## src/rtl/core/racs_pkg.sv

```systemverilog
// Shared constants, types and modular helpers for the rolling window checksum.
package racs_pkg;

  localparam int unsigned WINDOW_MAX_DEF = 4096;

  localparam int unsigned CFG_LEN_W = 13;
  localparam logic [CFG_LEN_W-1:0] WINDOW_LEN_RST = 13'd4096;

  localparam int unsigned APB_ADDR_W = 3;
  localparam int unsigned APB_DATA_W = 32;
  localparam logic [APB_ADDR_W-3:0] REG_WINDOW_LEN = '0;

  localparam logic [16:0] MOD_ADLER = 17'd65521;

  localparam int unsigned OUT_DEPTH = 8;

  typedef struct packed {
    logic [31:0] checksum;
    logic        window_full;
  } result_t;

  // Reduce a value below three times the modulus.
  function automatic logic [15:0] mod_fold3(input logic [17:0] t);
    logic [17:0] m1;
    logic [17:0] m2;
    m1 = {1'b0, MOD_ADLER};
    m2 = {MOD_ADLER, 1'b0};
    priority if (t >= m2) begin
      return 16'(t - m2);
    end else if (t >= m1) begin
      return 16'(t - m1);
    end else begin
      return t[15:0];
    end
  endfunction

  // Reduce a 24-bit product: 2^16 is congruent to 15.
  function automatic logic [15:0] mul_reduce(input logic [23:0] p);
    logic [11:0] h15;
    logic [16:0] s;
    h15 = {p[23:16], 4'b0000} - {4'b0000, p[23:16]};
    s   = {1'b0, p[15:0]} + {5'b00000, h15};
    if (s >= MOD_ADLER) begin
      return 16'(s - MOD_ADLER);
    end else begin
      return s[15:0];
    end
  endfunction

endpackage

```

## src/rtl/core/racs_out_fifo.sv

```systemverilog
// Result FIFO that decouples the checksum pipeline from the receiver.
module racs_out_fifo #(
  parameter int unsigned DEPTH = racs_pkg::OUT_DEPTH
) (
  input  logic                       clk_i,
  input  logic                       rst_ni,
  input  logic                       push_i,
  input  racs_pkg::result_t          push_data_i,
  input  logic                       pop_i,
  output racs_pkg::result_t          pop_data_o,
  output logic                       valid_o,
  output logic [$clog2(DEPTH+1)-1:0] count_o
);

  localparam int unsigned IDX_W = $clog2(DEPTH);
  localparam int unsigned CNT_W = $clog2(DEPTH + 1);
  localparam logic [IDX_W-1:0] IDX_LAST = IDX_W'(DEPTH - 1);

  racs_pkg::result_t entry_q [DEPTH];
  logic [IDX_W-1:0]  wr_ptr_q, wr_ptr_d;
  logic [IDX_W-1:0]  rd_ptr_q, rd_ptr_d;
  logic [CNT_W-1:0]  count_q, count_d;

  always_comb begin
    wr_ptr_d = wr_ptr_q;
    rd_ptr_d = rd_ptr_q;
    count_d  = count_q;
    if (push_i) begin
      wr_ptr_d = (wr_ptr_q == IDX_LAST) ? '0 : wr_ptr_q + 1'b1;
    end
    if (pop_i) begin
      rd_ptr_d = (rd_ptr_q == IDX_LAST) ? '0 : rd_ptr_q + 1'b1;
    end
    if (push_i && !pop_i) begin
      count_d = count_q + 1'b1;
    end else if (pop_i && !push_i) begin
      count_d = count_q - 1'b1;
    end
  end

  always_ff @(posedge clk_i or negedge rst_ni) begin
    if (!rst_ni) begin
      wr_ptr_q <= '0;
      rd_ptr_q <= '0;
      count_q  <= '0;
    end else begin
      wr_ptr_q <= wr_ptr_d;
      rd_ptr_q <= rd_ptr_d;
      count_q  <= count_d;
    end
  end

  always_ff @(posedge clk_i) begin
    if (push_i) begin
      entry_q[wr_ptr_q] <= push_data_i;
    end
  end

  assign pop_data_o = entry_q[rd_ptr_q];
  assign valid_o    = (count_q != '0);
  assign count_o    = count_q;

endmodule

```

## config.mk

```make
export PLATFORM = sky130hd
export DESIGN_NAME = racs_out_fifo
export DESIGN_NICKNAME = d
export VERILOG_FILES = /design/src/rtl/core/racs_pkg.sv /design/src/rtl/core/racs_out_fifo.sv
export SDC_FILE = /design/constraint.sdc
export NUM_CORES = 1
export LEC_CHECK = 0
export ABC_CLOCK_PERIOD_IN_PS = 3700
export BUFFER_PORTS_ARGS = -buffer_cell sky130_fd_sc_hd__buf_4
export CORE_MARGIN = 2
export CORE_UTILIZATION = 60
export DETAILED_ROUTE_END_ITERATION = 16
export GPL_TIMING_DRIVEN = 0
export MAX_ROUTING_LAYER = met4
export PLACE_DENSITY = 0.86
export SLEW_MARGIN = 20
export SYNTH_ARGS = -nofsm -noshare
export SYNTH_HDL_FRONTEND = slang
export SYNTH_SLANG_ARGS = --single-unit
```

## constraint.sdc

```tcl
create_clock -name clk_i -period 3.7 [get_ports clk_i]
set_input_delay 0.37 -clock clk_i [delete_from_list [all_inputs] [get_ports clk_i]]
set_output_delay 0.37 -clock clk_i [all_outputs]
set_load 0.05 [all_outputs]
```

# [Word-level counts from Yosys, hierarchy flattened]
# Memories as Yosys holds them, arrays and structs flattened.
# Index checks and enable logic that the tools add are counted.
[op_classes] addsub=4 n_eq_ne=2 n_mux=6 n_reduce_logical=6
[op_table] operator="4-bit two-way mux" n=2
[op_table] operator="3-bit by 1-bit adder with 3-bit output (second input constant)" n=2
[op_table] operator="3-bit == test (second input constant)" n=2
[op_table] operator="3-bit two-way mux" n=2
[op_table] operator="4-bit by 1-bit adder with 4-bit output (second input constant)" n=1
[op_table] operator="4-bit nonzero test" n=1
[op_table] operator="4-bit by 1-bit subtractor with 4-bit output (second input constant)" n=1
[op_table] operator="1-bit logical AND" n=2
[op_table] operator="1-bit logical NOT" n=2
[op_table] operator="1-bit two-way mux" n=2
[op_table] operator="2-bit nonzero test" n=1
[totals] register_bits=10 ram_bits=264 inputBits=37 output_inout_bits=38 memories=1
[memory_table] name="entry_q" depth=8 width=33 read_ports=1 rd_clocked_by_memory_dff=0 write_ports=1 line="racs_out_fifo.sv:19" rtl="racs_pkg::result_t entry_q [DEPTH];"

# [Depth between registers and ports, before layout]
# Gate-level depths: netlist (run 1).
[depth] ltp_word=4 ltp_mapped=7

# [Worst setup path after synthesis (run 1)]
# No wires, ideal clock.
[synth_timing] path_kind="reg2reg" startpoint="reg wr_ptr_q[2]" endpoint="mem entry_q[0][0] (netlist bit), enable pin" arrival_ns=2.847 required_time_ns=3.236 path_slack_ns=0.389 stages_incl_launch_ff=3 n_path_buf=0 period_less_slack_ns=3.311 path_cell_list="dfrtp_1 nand2b_1 nor3_1"
[synth_lines] element="start, declared" line="racs_out_fifo.sv:20" rtl="logic [IDX_W-1:0] wr_ptr_q, wr_ptr_d;"
[synth_lines] element="start signal, assigned" line="racs_out_fifo.sv:47" rtl="wr_ptr_q <= wr_ptr_d;"
[synth_lines] element="end, declared" line="racs_out_fifo.sv:19"
# Straight into the memory's write port.

==> results.md, run 1 <==
- Slew headroom: 35.6%
- Mean post-synth cell area: 23.8 um^2
- Top-area cell type share of the netlist area: 74.6%
- TNS Setup: 0 ps
- Most frequent cell after synthesis: edfxtp_1
- DRC errors left: 0
- Htree depth: 1
- Synth Cell Area: 0.0106 mm^2
- Final Util: 73.3%
- DR vias: 5146
- FF-to-FF path depth: 4
- Worst-path fanout max: 10
- Total clock sinks: 274
- Worst Setup End Kind: output pin
- Yosys warns: 0
- First-pass GRT wire length: 32.8 mm
- Nets: 614
- Register area share after synthesis: 77.0%
- Crit path arrival time: roughly 2500 ps
- Synth top area cells: edfxtp_1 (75%), mux4_2 (14%), mux2_2 (2.4%)
- Die height: 137 um
- Seq cells post-synth: 274
- Die width: 137 um
- Post-synthesis async set-or-reset flop share: 3.65%
- Setup Buffers After CTS: 0
- Synth cell count leaders: edfxtp_1 (264), mux4_2 (66), mux2_2 (23)
- Fin crit share: 78.7%
- IO Count: 75
- Top FF cell, synth: edfxtp_1
- Vias per cell: 6.32
- Cell taking the most area after synthesis: edfxtp_1
- Die ar.: about 0.019 mm^2
- Startpoint types: flop
- Clk pin slew, worst setup/hold paths: 60 ps
- Synth Instances: 447
- Num CTS Buffers: 27
- Initial antenna violation count: 0
- Starting Density: 61.4%
- P&R area growth vs syn: 19.3%
- Flop2flop setup slack: 1490 ps
- Fmax: 0.344 GHz
- Largest net degree at the start of global routing: 19
- Post-synth EDFFs: 264
- Drt pass-1 iters: 5
- Outcome: finished, final reports clean
- Maximum VDD drop: 0.814 mV
- Placer Congestion: 0.735
- Syn Nets: between 400 and 500
- CP required: 3330 ps
- CTS max path bufs: 3
- Post-synth cell types: 27
- CP endpoint: pop_data_o[27]
- CORE AREA: 0.0173 mm^2
- Drt total wl: between 20 and 25 mm
- Critical path type: flop to output pin
- Final slew viol count: 0
- Drt wl/cell: 26.8 um
- Critical Path Start: rd_ptr_q[1]
- Final hold vios: 0
- Port Buffers: 74
- Num rows: 48
- CTS tree: yes
- Clock root cell: clkbuf_16
- Worst-margin pin slew: roughly 970 ps
- Vias in the first global route: 5547
- Setup Skew: 8.64 ps
- Setup-failing EPs final: 0
- Post-route ant nets: 0
- Min cycle time layout: 2910 ps
- Hpwl dp: 13.4 mm
- Diodes inserted: 0
- DR iter-0 viols: 455
- Static Leakage: 4.29 nW
- GRT Resource Usage Total: 25.2%
- Clk_lat worst skew: 520 ps
- Reg-to-Reg Start: wr_ptr_q[2]
- Max-cap viol count: 0
- FF-to-FF End: entry_q[0][19]
- RSZ-0062 raised after global routing: false
- Hold Crit Class: primary input to flop
- Hold depth: 1
- PD cells: 891 mW/mm^2
- Layout cells sized above 1: between 40% and 50%
- Gr ovfl total: 0
==> worst max-delay path, cell delays in order, from the launching register on <==
cell      delay, ps
dfrtp_1         430
clkbuf_1        670
mux4_2          420
mux2_4          300
buf_4           190
==> cell families (layout without fill, tap and decap cells) <==
| family | after synthesis | after routing | synth area share (%) |
|---|---|---|---|
| AOI/OAI and AO/OA | 8 | 8 | 0.483 |
| xor gates and xnor gates | 2 | 2 | 0.165 |
| adders and majority gates | 8 | 8 | 1.01 |
| buffers and inverters | 24 | 166 | 1.48 |
| DFF | 274 | 274 | 77.0 |
| muxes | 105 | 105 | 18.6 |
| and+or+nand+nor | 26 | 26 | 1.22 |
==> where the power goes <==
group,leakage (nW),switching [mW],total [mW],internal (mW)
Sequential,2.52,0.179,4.07,3.89
Clock,0.426,1.08,2.62,1.54
Combinational,1.35,2.73,4.60,1.87
==> worst min path at each step <==
| stage | startpoint | endpoint | slack (ps) |
|---|---|---|---|
| final | push_data_i[3] | entry_q[5][3] | 70 |
| after CTS | push_data_i[28] | entry_q[2][28] | 60 |
| after global placement | rst_ni | count_o[0] | 200 |
| after detailed placement | rst_ni | count_o[3] | 210 |
| after global routing | push_data_i[29] | entry_q[2][29] | 70 |
| after floorplan | rst_ni | count_o[0] | 70 |
==> layer usage <==
layer  share of wire, %  up-vias  global-route usage, %
li1                   -     2136                      -
met1                 37     2669                   31.4
met2                 52      288                   42.4
met3                7.5       53                   4.48
met4                2.7        0                   8.30
met5                  0        -                      -
==> cells in the final DEF, fill, tap and decap left out, drive strengths merged, types with 3 or more instances in the layout <==
cell / instances
buf: 107
clkbuf: 41
clkinv: 10
dfrtp: 10
edfxtp: 264
ha: 7
inv: 5
mux2: 38
mux4: 66
nand2: 5
nand3b: 3
nor2: 8
nor3: 3
o21ai: 3
==> what timing repair did <==
action	4_1_cts	5_1_grt
hold buffers	1	0
endpoints found under the hold margin	10	0
gates resized for setup	0	0
==> stage by stage <==
stage,cell area (um^2),hold WS [ps],instances,setup slack [ps],total power [mW]
detailed placement,11800,213,764,1350,8.71
global route,12700,69.4,814,707,11.7
floorplan,10600,74.4,447,389,7.33
CTS,12700,59.5,814,759,11.4
global placement,11500,204,746,-1770,8.41
finish,12700,72.7,814,789,11.3
==> cell type report <==
class	count	area, um^2
Sequential cell	274	8180
Buffer	20	143
Clock buffer	36	739
Tap cell	225	282
Clock inverter	13	119
Inverter	4	15.0
Multi-Input combinational cell	149	2340
Timing Repair Buffer	93	855
Fill cell	912	4620
==> state kept, by name (all words and copies together) (netlist names) <==
signal / flops
entry_q: 264
count_o: 4
rd_ptr_q: 3
wr_ptr_q: 3
No activity file was read; power rests on OpenSTA's default activity.
==> inputs of run 2 (changes only) <==
- ABC_AREA: unset -> 1
- ABC_CLOCK_PERIOD_IN_PS: 3700 -> 2370
- CORE_UTILIZATION: 60 -> 55
- PLACE_DENSITY: 0.86 -> 0.83
- clock period: 3.7 -> 2.37 ns (I/O delays scaled with it)
==> run 2 against run 1 <==
Against the previous run: clock skew rose by 7.2 ps; via count is 66% higher; cell count increased by 100%; routed wire length rose by 29%; sequential share of layout area is 8.1 points lower; non-clock buffer count grew 57; final area rose by 14%; clock-buffer cell count unchanged; synthesized cell count grew to 2.7 times the previous value; clock power up 60%; flip-flop and latch count stayed put.
==> results.md, run 2 <==
- CP top delay family: buffers and inverters
- Synth Cell Area: 0.0120 mm^2 (+13%)
- DRC errors left: 0 (unchanged)
- Commonest non-fill, non-tap cell in the layout: nand2_1
- Hpwl dp: 17.6 mm (+31%)
- CP required: 2130 ps (-1200 ps)
- Final hold vios: 0 (unchanged)
- Post-route ant nets: 0 (unchanged)
- FF-to-FF path depth: 4 (unchanged)
- DR vias: 8541 (+66%)
- Static Leakage: 6.38 nW (+49%)
- Worst-path cell chain: buf_6 -> buf_4 -> buf_2 -> nand2_1 -> nand2_1 -> nand2_1 -> nand2_1 -> nand2_1 -> buf_6
- Clk_lat worst skew: 540 ps (+20 ps)
- Placer Congestion: 0.819 (+11%)
- First-pass GRT wire length: 43.3 mm (+32%)
- Most used cell, CP: nand2_1
- Fin crit share: 98.0%
- Yosys warns: 0 (unchanged)
- Initial antenna violation count: 0 (unchanged)
- CP peak stage delay: 380 ps (-290 ps)
- Top FF cell, synth: edfxtp_1
- Drt pass-1 iters: 6 (+1)
- Outcome: finished, final reports clean
- Post-synthesis async set-or-reset flop share: 3.65% (unchanged)
- Htree depth: 1 (unchanged)
- Fmax: 0.431 GHz
- Setup Skew: 15.8 ps (+7.20 ps)
- Layout cells sized above 1: 13.4% (-30 points)
- DR iter-0 viols: 795 (+75%)
- GRT Resource Usage Total: 25.7% (+0.57 points)
- Most frequent cell after synthesis: nand2_1
- Maximum VDD drop: 1.42 mV (+74%)
- Num CTS Buffers: 27 (unchanged)
- Clk pin slew, worst setup/hold paths: 60 ps (about the same)
- Register area share after synthesis: 68.3% (-8.7 points)
- Reg-to-Reg Start: wr_ptr_q[0]
- Final Util: 68.4% (-4.9 points)
- Top-area cell type share of the netlist area: 66.2% (-8.4 points)
- PD cells: 1250 mW/mm^2 (+40%)
- Num rows: 53 (+10%)
- CORE AREA: 0.0212 mm^2 (+23%)
- Startpoint types: flop
- Worst-path fanout max: 10 (unchanged)
- CP max stage cell: dfrtp_1
- Commonest cells after routing, fill and taps aside: nand2_1 (449), nor2_1 (264), edfxtp_1 (264)
- Die height: 152 um (+11%)
- Crit path arrival time: 2090 ps (-450 ps)
- Drt wl/cell: 17.0 um (-37%)
- Top reg by flops: entry_q
- Seq cells post-synth: 274 (unchanged)
- Overall Power: 18.1 mW (+60%)
- Max-cap viol count: 0 (unchanged)
- Cell taking the most area after synthesis: edfxtp_1
- IO Count: 75 (unchanged)
- Min cycle time layout: 2320 ps
- Starting Density: 56.4% (-5.0 points)
- Synth top area cells: edfxtp_1 (66%), nand2_1 (14%), nor2_1 (8.6%)
- Die ar.: 0.0230 mm^2 (+22%)
- Worst-margin pin slew: 723 ps (-243 ps)
- CTS tree: yes
- P&R area growth vs syn: 21.1%
- CP Depth: 9 (+5)
- Post-synth cell types: 19 (-30%)
- Total clock sinks: 274 (unchanged)
- Max reg flops: 264 (unchanged)
- Hold Crit Class: primary input to async pin
- Worst Setup End Kind: output pin
- Mean post-synth cell area: 9.82 um^2 (-59%)
- Post-synth EDFFs: 264 (unchanged)
- Largest net degree at the start of global routing: 20 (+1)
- Slew headroom: 51.7% (+16 points)
- Critical path type: flop to output pin
- Vias in the first global route: 8455 (+52%)
- Gr ovfl total: 0 (unchanged)
- FF-to-FF End: entry_q[0][2]
- Final slew viol count: 0 (unchanged)
- Port Buffers: 74 (unchanged)
- Synth cell count leaders: nand2_1 (451), nor2_1 (275), edfxtp_1 (264)
- Clock root cell: clkbuf_16
- Setup-failing EPs final: 0 (unchanged)
- Vias per cell: 5.14 (-19%)
- Flop2flop setup slack: 430 ps (-1060 ps)
- CTS max path bufs: 3 (unchanged)
- Diodes inserted: 0 (unchanged)
- Drt total wl: 28.2 mm (+29%)
- Die width: 152 um (+11%)
- Syn Nets: 1264 (+160%)
- CP bufs+invs: 4 (+2)
- Synth Instances: 1219 (+170%)
- Nets: 1412 (+130%)
## run 2: cell count changes in the layout (fill, tap and decap cells not counted), sizes merged, moves of 3 or more
cell / previous run / this run
nand2: 5 / 451
mux2: 38 / 0
nand3: 2 / 5
mux4: 66 / 0
nor2: 8 / 275
inv: 5 / 144
clkbuf: 41 / 55
nand3b: 3 / 0
dlygate4sd3: 1 / 36
nor3: 3 / 0
buf: 107 / 115
o21ai: 3 / 6
## run 2: worst reg2reg max path: cells and delay by family (launching register included)
kind / cells / cell delay, ps
simple gates: 2 / 890
flops: 1 / 400
buf+inv: 2 / 360
## run 2: final cells by class
cell class                      count  area, um^2
Clock inverter                     14         149
Tap cell                          275         344
Multi-Input combinational cell    750        2990
Timing Repair Buffer              119        1180
Inverter                          144         541
Clock buffer                       36         709
Fill cell                        1454        6720
Buffer                             51         408
Sequential cell                   274        8180
## run 2: kinds of logic after synthesis
kind of cell | count (synthesis) | share of synthesized area, %
buf+inv | 195 | 7.30
xor+xnor | 2 | 0.146
simple gates | 732 | 23.0
compound gates | 8 | 0.334
flops | 274 | 68.3
fa+ha+maj | 8 | 0.899
## run 2: what timing repair did
| action | in CTS | in global routing |
|---|---|---|
| endpoints found under the setup margin | 27 | 33 |
| gates resized for setup | 11 | 40 |
| pin swaps | 0 | 2 |
| setup buffers | 0 | 1 |
| hold endpoints to repair | 280 | 0 |
| hold buffers | 36 | 0 |
## run 2: stage by stage
step | hold slack (ps) | setup TNS, ps | cells | cell area [um^2] | setup slack [ps]
global route | 81.6 | -91.6 | 1663 | 14500 | -25.4
floorplan | -58.6 | -1440 | 1219 | 12000 | -14.5
finish | 72.9 | 0 | 1663 | 14500 | 47.2
detailed placement | 86.4 | 0 | 1576 | 13200 | 423
global placement | 85.3 | -263230 | 1568 | 12900 | -1170
CTS | 68.6 | -3.32 | 1662 | 14400 | -3.32
## run 2: report_power, final
group | leakage (nW) | total, mW | internal, mW | switching, mW
logic | 3.45 | 7.77 | 2.39 | 5.38
registers | 2.52 | 6.14 | 5.94 | 0.201
clock network | 0.412 | 4.19 | 2.43 | 1.76
total | 6.38 | 18.1 | 10.8 | 7.34
## run 2: worst max-delay path by stage
stage	start	to	slack [ps]
floorplan	wr_ptr_q[0]	entry_q[2][0]	-10
global placement	wr_ptr_q[1]	entry_q[1][15]	-1170
detailed placement	wr_ptr_q[0]	entry_q[0][21]	420
CTS	rd_ptr_q[0]	pop_data_o[12]	-3
global route	rd_ptr_q[1]	pop_data_o[12]	-30
finish	rd_ptr_q[0]	pop_data_o[5]	50
## run 2: layer usage
layer	global-route usage, %	routed length, um	part of all wire [%]	up-vias
met5	-	0	0	-
met4	9.12	672	2.4	0
met3	3.53	2540	9.0	67
met2	44.2	14200	50	429
met1	31.6	10900	38	3956
li1	-	-	-	4089
